<file path="src/rtl/core/jpeg_frame_header_scanner_assert.svh">
// ----------------------------------------------------------------------------
// JPEG frame header scanner assertion macros
// Concurrent check macros shared by the scanner RTL; empty when ASSERT_OFF.
// ----------------------------------------------------------------------------
`ifndef JPEG_FRAME_HEADER_SCANNER_ASSERT_SVH
`define JPEG_FRAME_HEADER_SCANNER_ASSERT_SVH

`ifndef ASSERT_OFF
// Same-cycle implication
`define JFHS_ASSERT_IMPL(label, clk, rst_n, ante, cons) \
    label: assert property (@(posedge clk) disable iff (!rst_n) (ante) |-> (cons)) \
        else $error("jfhs: same-cycle check failed");
// Next-cycle implication
`define JFHS_ASSERT_NEXT(label, clk, rst_n, ante, cons) \
    label: assert property (@(posedge clk) disable iff (!rst_n) (ante) |=> (cons)) \
        else $error("jfhs: next-cycle check failed");
`else
`define JFHS_ASSERT_IMPL(label, clk, rst_n, ante, cons)
`define JFHS_ASSERT_NEXT(label, clk, rst_n, ante, cons)
`endif

`endif

</file>
<file path="src/rtl/core/jfhs_pkg.sv">
// ----------------------------------------------------------------------------
// JPEG frame header scanner package
// Parse phase codes, marker byte values and header field defaults.
// ----------------------------------------------------------------------------
package jfhs_pkg;

    // Parse phase codes
    localparam logic [2:0] PH_SOI0   = 3'd0;
    localparam logic [2:0] PH_SOI1   = 3'd1;
    localparam logic [2:0] PH_SCAN   = 3'd2;
    localparam logic [2:0] PH_MARKER = 3'd3;
    localparam logic [2:0] PH_LENHI  = 3'd4;
    localparam logic [2:0] PH_LENLO  = 3'd5;
    localparam logic [2:0] PH_FRAME  = 3'd6;
    localparam logic [2:0] PH_DONE   = 3'd7;

    // Marker bytes
    localparam logic [7:0] MK_PREFIX = 8'hFF;
    localparam logic [7:0] MK_SOI    = 8'hD8;
    localparam logic [7:0] MK_SOF0   = 8'hC0;
    localparam logic [7:0] MK_SOF1   = 8'hC1;
    localparam logic [7:0] MK_SOF2   = 8'hC2;
    localparam logic [7:0] MK_EOI    = 8'hD9;
    localparam logic [7:0] MK_SOS    = 8'hDA;

    // Field defaults when no frame header is captured
    localparam logic [7:0] DEF_PRECISION  = 8'd8;
    localparam logic [7:0] DEF_COMPONENTS = 8'd3;

    typedef logic [7:0]  t_byte;
    typedef logic [15:0] t_dim;

endpackage

</file>
<file path="src/rtl/core/jpeg_frame_header_scanner.sv">
// ----------------------------------------------------------------------------
// JPEG frame header scanner
// Walks a JPEG byte stream and reports the frame header fields once.
// ----------------------------------------------------------------------------
// Usage:
//   Input channel (i_in_valid / o_in_ready) carries one stream byte per item
//   plus a first-byte flag that restarts parsing of a new image.
//   Config channel (i_cfg_valid / o_cfg_ready) writes the stream length; it
//   is always ready and should be written while the block is idle.
//   Output channel (o_out_valid / i_out_ready) carries one result per image:
//   status, width, height, precision and component count.
//   A result is registered in the cycle after the byte that decides it.
//   Throughput: one byte per cycle unless a held result stalls the input;
//   marker compare, segment length add and the index counter update are all
//   combinational between the input and the parse and result registers.
//   When the receiver stalls with a result held, o_in_ready drops until the
//   result is taken; bytes that cause no result still pass when it is empty.
//   Reset (synchronous, active low) clears the stream length to zero, the
//   parse state to the start-of-image check and drops any held result.
// ----------------------------------------------------------------------------
`include "jpeg_frame_header_scanner_assert.svh"

module jpeg_frame_header_scanner #(
    parameter int INDEX_BITS = 32
) (
    input  logic                i_clk,
    input  logic                i_rst_n,
    // configuration
    input  logic                i_cfg_valid,
    output logic                o_cfg_ready,
    input  logic [31:0]         i_cfg_stream_length,
    // input items
    input  logic                i_in_valid,
    output logic                o_in_ready,
    input  jfhs_pkg::t_byte     i_data_byte,
    input  logic                i_first_byte,
    // result items
    output logic                o_out_valid,
    input  logic                i_out_ready,
    output logic                o_header_status,
    output jfhs_pkg::t_dim      o_image_width,
    output jfhs_pkg::t_dim      o_image_height,
    output jfhs_pkg::t_byte     o_sample_precision,
    output jfhs_pkg::t_byte     o_component_count
);
    import jfhs_pkg::*;

    // marker position plus a full 16-bit segment length must fit
    localparam int NP_W  = INDEX_BITS + 2;
    localparam int CMP_W = (INDEX_BITS + 2 > 33) ? INDEX_BITS + 2 : 33;

    // Parse state
    logic [31:0]            r_stream_length;
    logic [INDEX_BITS-1:0]  r_index,   n_index;
    logic [NP_W-1:0]        r_np,      n_np;
    logic [2:0]             r_phase,   n_phase;
    logic [INDEX_BITS-1:0]  r_mstart,  n_mstart;
    t_byte                  r_len_hi,  n_len_hi;
    t_dim                   r_width,   n_width;
    t_dim                   r_height,  n_height;
    t_byte                  r_prec,    n_prec;
    t_byte                  r_comp,    n_comp;
    logic                   r_finished, n_finished;

    // Result register
    logic                   r_out_valid;
    logic                   r_out_status;
    t_dim                   r_out_width;
    t_dim                   r_out_height;
    t_byte                  r_out_prec;
    t_byte                  r_out_comp;

    logic                   in_accept;
    logic                   done;
    logic [CMP_W-1:0]       sz_ext;
    logic [NP_W-1:0]        seg_next;
    logic [INDEX_BITS-1:0]  frame_off;
    logic                   out_dims_zero;

    assign o_cfg_ready = 1'b1;
    assign o_in_ready  = !r_out_valid || i_out_ready;
    assign in_accept   = i_in_valid && o_in_ready;
    assign sz_ext      = CMP_W'(r_stream_length);

    // Next parse state for the byte at the input
    always_comb begin
        n_index    = r_index;
        n_np       = r_np;
        n_phase    = r_phase;
        n_mstart   = r_mstart;
        n_len_hi   = r_len_hi;
        n_width    = r_width;
        n_height   = r_height;
        n_prec     = r_prec;
        n_comp     = r_comp;
        n_finished = r_finished;
        done       = 1'b0;
        seg_next   = '0;
        frame_off  = '0;

        // restart on the first byte of a new image
        if (i_first_byte) begin
            n_index    = '0;
            n_np       = NP_W'(2);
            n_phase    = PH_SOI0;
            n_mstart   = '0;
            n_len_hi   = '0;
            n_width    = '0;
            n_height   = '0;
            n_prec     = DEF_PRECISION;
            n_comp     = DEF_COMPONENTS;
            n_finished = 1'b0;
        end

        if (!n_finished) begin
            unique case (n_phase)
                PH_SOI0: begin
                    if (r_stream_length < 32'd2 || i_data_byte != MK_PREFIX) begin
                        done = 1'b1;
                    end else begin
                        n_phase = PH_SOI1;
                    end
                end
                PH_SOI1: begin
                    if (i_data_byte != MK_SOI) begin
                        done = 1'b1;
                    end else begin
                        n_np = NP_W'(2);
                        if (CMP_W'(6) >= sz_ext) begin
                            done = 1'b1;
                        end else begin
                            n_phase = PH_SCAN;
                        end
                    end
                end
                PH_SCAN: begin
                    if (NP_W'(n_index) == n_np) begin
                        if (i_data_byte != MK_PREFIX) begin
                            n_np = NP_W'(n_index) + NP_W'(1);
                            if (CMP_W'(n_np) + CMP_W'(4) >= sz_ext) begin
                                done = 1'b1;
                            end
                        end else begin
                            n_mstart = n_index;
                            n_phase  = PH_MARKER;
                        end
                    end
                end
                PH_MARKER: begin
                    case (i_data_byte) inside
                        MK_SOF0, MK_SOF1, MK_SOF2: begin
                            if (CMP_W'(n_mstart) + CMP_W'(9) < sz_ext) begin
                                n_phase = PH_FRAME;
                            end else begin
                                done = 1'b1;
                            end
                        end
                        MK_EOI, MK_SOS: begin
                            done = 1'b1;
                        end
                        default: begin
                            n_phase = PH_LENHI;
                        end
                    endcase
                end
                PH_LENHI: begin
                    n_len_hi = i_data_byte;
                    n_phase  = PH_LENLO;
                end
                PH_LENLO: begin
                    // skip the segment; never move the scan backwards
                    seg_next = NP_W'(n_mstart) + NP_W'(2) + NP_W'({n_len_hi, i_data_byte});
                    if (seg_next <= NP_W'(n_index)) begin
                        n_np = NP_W'(n_index) + NP_W'(1);
                    end else begin
                        n_np = seg_next;
                    end
                    if (CMP_W'(n_np) + CMP_W'(4) >= sz_ext) begin
                        done = 1'b1;
                    end else begin
                        n_phase = PH_SCAN;
                    end
                end
                PH_FRAME: begin
                    // capture frame header fields by offset from the marker
                    frame_off = n_index - n_mstart;
                    if (frame_off == INDEX_BITS'(4)) begin
                        n_prec = i_data_byte;
                    end else if (frame_off == INDEX_BITS'(5)) begin
                        n_height = {i_data_byte, 8'h00};
                    end else if (frame_off == INDEX_BITS'(6)) begin
                        n_height = {n_height[15:8], i_data_byte};
                    end else if (frame_off == INDEX_BITS'(7)) begin
                        n_width = {i_data_byte, 8'h00};
                    end else if (frame_off == INDEX_BITS'(8)) begin
                        n_width = {n_width[15:8], i_data_byte};
                    end else if (frame_off == INDEX_BITS'(9)) begin
                        n_comp = i_data_byte;
                        done   = 1'b1;
                    end
                end
                default: begin
                end
            endcase

            // advance the byte counter, give up when it saturates
            if (!done) begin
                if (n_index == {INDEX_BITS{1'b1}}) begin
                    n_width  = '0;
                    n_height = '0;
                    n_prec   = DEF_PRECISION;
                    n_comp   = DEF_COMPONENTS;
                    done     = 1'b1;
                end else begin
                    n_index = n_index + INDEX_BITS'(1);
                end
            end

            if (done) begin
                n_finished = 1'b1;
                n_phase    = PH_DONE;
            end
        end
    end

    // Hold the stream length register
    always_ff @(posedge i_clk) begin
        if (!i_rst_n) begin
            r_stream_length <= '0;
        end else if (i_cfg_valid && o_cfg_ready) begin
            r_stream_length <= i_cfg_stream_length;
        end
    end

    // Advance parse state on each accepted item
    always_ff @(posedge i_clk) begin
        if (!i_rst_n) begin
            r_index    <= '0;
            r_np       <= NP_W'(2);
            r_phase    <= PH_SOI0;
            r_mstart   <= '0;
            r_len_hi   <= '0;
            r_width    <= '0;
            r_height   <= '0;
            r_prec     <= DEF_PRECISION;
            r_comp     <= DEF_COMPONENTS;
            r_finished <= 1'b0;
        end else if (in_accept) begin
            r_index    <= n_index;
            r_np       <= n_np;
            r_phase    <= n_phase;
            r_mstart   <= n_mstart;
            r_len_hi   <= n_len_hi;
            r_width    <= n_width;
            r_height   <= n_height;
            r_prec     <= n_prec;
            r_comp     <= n_comp;
            r_finished <= n_finished;
        end
    end

    // Result valid: set on a deciding item, drop when taken
    always_ff @(posedge i_clk) begin
        if (!i_rst_n) begin
            r_out_valid <= 1'b0;
        end else if (in_accept && done) begin
            r_out_valid <= 1'b1;
        end else if (i_out_ready) begin
            r_out_valid <= 1'b0;
        end
    end

    // Result payload
    always_ff @(posedge i_clk) begin
        if (in_accept && done) begin
            r_out_status <= (n_width == '0) || (n_height == '0);
            r_out_width  <= n_width;
            r_out_height <= n_height;
            r_out_prec   <= n_prec;
            r_out_comp   <= n_comp;
        end
    end

    assign o_out_valid        = r_out_valid;
    assign o_header_status    = r_out_status;
    assign o_image_width      = r_out_width;
    assign o_image_height     = r_out_height;
    assign o_sample_precision = r_out_prec;
    assign o_component_count  = r_out_comp;

    // Checks
    assign out_dims_zero = (r_out_width == '0) || (r_out_height == '0);

    `JFHS_ASSERT_IMPL(a_finished_phase, i_clk, i_rst_n, 1'b1, r_finished == (r_phase == PH_DONE))
    `JFHS_ASSERT_IMPL(a_status_fields, i_clk, i_rst_n, o_out_valid, o_header_status == out_dims_zero)
    `JFHS_ASSERT_IMPL(a_stall_blocks_input, i_clk, i_rst_n, r_out_valid && !i_out_ready, !o_in_ready)
    `JFHS_ASSERT_NEXT(a_result_sets_finished, i_clk, i_rst_n, in_accept && done, r_finished && r_out_valid)

endmodule
</file>
<file path="config.mk">
export PLATFORM = sky130hd
export DESIGN_NAME = jpeg_frame_header_scanner
export DESIGN_NICKNAME = d
export VERILOG_FILES = /design/src/rtl/core/jfhs_pkg.sv /design/src/rtl/core/jpeg_frame_header_scanner.sv
export VERILOG_INCLUDE_DIRS = /design/src /design/src/rtl/core
export SDC_FILE = /design/constraint.sdc
export NUM_CORES = 1
export LEC_CHECK = 0
export ABC_AREA = 1
export BUFFER_PORTS_ARGS = -buffer_cell sky130_fd_sc_hd__buf_2
export CAP_MARGIN = 20
export CORE_ASPECT_RATIO = 0.7
export CORE_MARGIN = 3
export CORE_UTILIZATION = 35
export CTS_CLUSTER_SIZE = 12
export DETAILED_ROUTE_END_ITERATION = 10
export HOLD_SLACK_MARGIN = 0.03
export PLACE_DENSITY = 0.55
export SKIP_CTS_REPAIR_TIMING = 1
export SLEW_MARGIN = 30
export SYNTH_ARGS = -nofsm -noshare
export SYNTH_HDL_FRONTEND = slang
export SYNTH_SLANG_ARGS = --single-unit
</file>
<file path="constraint.sdc">
create_clock -name i_clk -period 12.55 [get_ports i_clk]
set_input_delay 2.51 -clock i_clk [delete_from_list [all_inputs] [get_ports i_clk]]
set_output_delay 2.51 -clock i_clk [all_outputs]
set_load 0.01 [all_outputs]
</file>
==> summary.md <==
| Metric | Value |
|---|---|
| Avg WL per Cell | around 21 microns |
| Initial antenna violation count | 1 |
| CTS sink count | 240 |
| HP Start | r_index[24] |
| Most numerous cell in the Yosys netlist | nand2_1 |
| Crit path required time | between 10 and 15 ns |
| EDFF count, synth | between 40 and 50 |
| Worst Hold Depth | 2 |
| Die area | slightly above 70000 sq um |
| Worst Max-Slew Pin Slew | 1.07 ns |
| Reg2reg end | o_header_status |
| Min Hold Slack | ~0.46 ns |
| Largest net degree at the start of global routing | 73 |
| Max-slew headroom | 0.282 |
| Final hold violations | 0 |
| CP max stage cell | or4_1 |
| Dpl hpwl | roughly 80000 microns |
| Maximum clock path buffer count | 3 |
| Initial DRT Pass Iterations | 6 |
| Worst hold endpoint | r_index[24] |
| Setup-failing EPs final | 0 |
| I/O pin count | a little under 100 |
| Routed Antenna Nets | 0 |
| Unique masters post-synth | between 70 and 80 |
| Fin crit share | 0.945 |
| Overall die height | ~230 microns |
| Arrival time at the worst endpoint | ~12 ns |
| Static Leak | between 10 and 15 nW |
| Syn_area_per_cell | 6.26 sq um |
| Multi-input combinational cell area | 15700 sq um |
| Worst hold path type | flip-flop to flip-flop |
| Total Wirelength | around 100000 microns |
| Worst setup margin | approximately 0.69 ns |
| Tmin final | 11.86 ns |
| Worst-path fanout max | 58 |
| Worst Setup End Kind | flip-flop |
| Pre-CTS setup slack | approximately 0.48 ns |
| Max VDD drop | ~120 uV |
| Syn Inst Count | between 3000 and 4000 |
| Outcome | finished clean |
| Fillers | between 7000 and 8000 |
| Grt total ovfl | 0 |
| DR top layer | met4 |
| Worst reg2reg startpoint | r_mstart[1] |
| # diodes | 0 |
| H-tree levels | 1 |
| Register area | roughly 5300 sq um |
| Cell Area, Synth | around 24000 sq um |
| Total power | 2.61 mW |
| Avg Vias per Cell | about 5.4 |
| CORE AREA | around 67000 sq um |
| Clock latency on the worst-skew pair | around 0.64 ns |
| Synth warnings | 0 |
| Top post-synthesis cells by count | nand2_1, inv_1, nor2_1 |
| Seq/Total Area, Yosys | 0.220 |
| Total of max-cap violations | 0 |
| Global-route wire length before repair | 149000 microns |
| CP Class | primary input to flip-flop |
| Vias in the first global route | between 20000 and 25000 |
| Total track usage | 0.272 |
| Post-synth top area cell | dfxtp_1 |
| CP peak stage delay | approximately 0.5 ns |
| Die W | between 300 and 400 microns |
| Synth area leaders | dfxtp_1, nand2_1, ha_1, inv_1, a21oi_1 |
| Met3 wire length | between 10000 and 15000 microns |
| Slew Limit Fails | 0 |
| Num rows | 79 |
| Pwr dens | around 99 nW/um^2 |
| CP startpoint kind | primary input |
| RSZ-0062 raised after global routing | no |
| Met2 routed WL | between 30000 and 40000 microns |
| TritonCTS buffer count | 31 |
| Top_reg_cell synth | dfxtp_1 |
| R2R Setup Slk | about 2.7 ns |
| Clk slew on worst S/H paths | about 0.060 ns |
| Post-Syn Nets | around 4000 |
| Synth async-reset ratio | 0 |
| Wire length on met1 | just under 50000 microns |
| DRC | 0 |
| Via Count | ~26000 |
| Worst Clk Skew | around 0.033 ns |
| Share of cells above drive strength 1 | 0.0884 |
| TritonCTS clock tree | done |
| P&R area growth vs syn | 10.1% |
| Drt initial violations | ~3500 |
| Reg2Reg Depth | 49 |
| Cell mode on critical path | nand2_1 |
| CTS Root Cell | clkbuf_16 |
| Port Buffer Count | 96 |
| Setup TNS | 0 ns |
| FF+latch count, synth | 240 |
| Gpl congestion | around 1.0 |
| Top-area cell type share of the netlist area | 0.159 |
| Final net count | around 4100 |
| Initial core utilization | 0.358 |
| Highest clock rate | about 84 MHz |
cell type report:
cell class | instances | share of cell area
Tap cell | 891 | 0.0421
Timing Repair Buffer | 135 | 0.0294
Multi-Input combinational cell | 2823 | 0.595
Sequential cell | 240 | 0.200
Clock inverter | 26 | 0.0118
Clock buffer | 32 | 0.0294
Inverter | 648 | 0.0923
sequential cells by signal, summed over array words and instances (netlist names), 3 cells and up:
name                count
r_index                32
r_comp                  8
r_np                   34
r_stream_length        32
r_len_hi                8
r_prec                  8
o_image_height         16
o_sample_precision      8
r_phase                 3
r_width                16
o_component_count       8
o_image_width          16
r_height               16
r_mstart               32
worst max-delay path: cells and delay by family:
family,cells,cell delay (ns)
xor gates and xnor gates,3,0.50
and+or+nand+nor,30,5.89
AOI/OAI and AO/OA,3,0.73
adders and majority gates,4,1.25
buffers and inverters,8,1.36
per-layer routing:
layer	vias to the layer above	GRT usage
li1	12700	-
met1	11800	0.432
met2	1280	0.338
met3	135	0.0797
met4	0	0.0776
met5	-	0
layout by cell type (no fill, tap or decap), types with 12 or more instances in the layout:
cell type	instances
nand2_2	15
nor2_4	25
xor2_1	128
inv_2	29
o211ai_1	55
o21ai_0	210
nor2_1	402
a221oi_1	15
dfxtp_1	191
o221ai_1	26
nand2_1	863
inv_1	606
a31oi_1	14
o21bai_1	12
clkbuf_16	31
nor4_1	20
o22ai_1	16
buf_4	39
nor3_1	56
edfxtp_1	49
o21ai_1	30
a21oi_1	322
ha_1	185
nand4_1	76
buf_2	95
clkinv_1	14
nand3_1	178
nor2_2	34
worst max path at each step:
stage | slack (ns) | cells past startpoint | start | end
global route | 0.03 | 55 | i_first_byte | r_comp[3]
global placement | 0.46 | 56 | i_first_byte | o_image_width[0]
finish | 0.69 | 48 | i_first_byte | o_header_status
detailed placement | 0.48 | 58 | i_first_byte | o_header_status
floorplan | 0.70 | 58 | i_first_byte | o_component_count[0]
CTS | 1.14 | 57 | i_first_byte | o_header_status
kinds of logic after synthesis:
kind of cell / after synthesis / share of synthesized area
AOI/OAI and AO/OA: 767 / 0.184
adders and majority gates: 187 / 0.0979
other: 1 / 0.000156
xor gates and xnor gates: 142 / 0.0530
buffers and inverters: 780 / 0.128
and+or+nand+nor: 1726 / 0.317
DFF: 240 / 0.220
metrics by stage:
stage	util	cells	cell area [sq um]
2_1_floorplan	-	3843	24000
3_5_place_dp	0.377	4737	25400
6_report	0.394	4795	26500
4_1_cts	0.393	4795	26400
5_1_grt	0.394	4795	26500
3_3_place_gp	0.377	4737	25400
power breakdown:
group / switching [mW] / internal [mW]
clock: 0.418 / 0.577
combinational: 0.532 / 0.210
sequential: 0.0244 / 0.846
(Power assumes the default switching activity.)
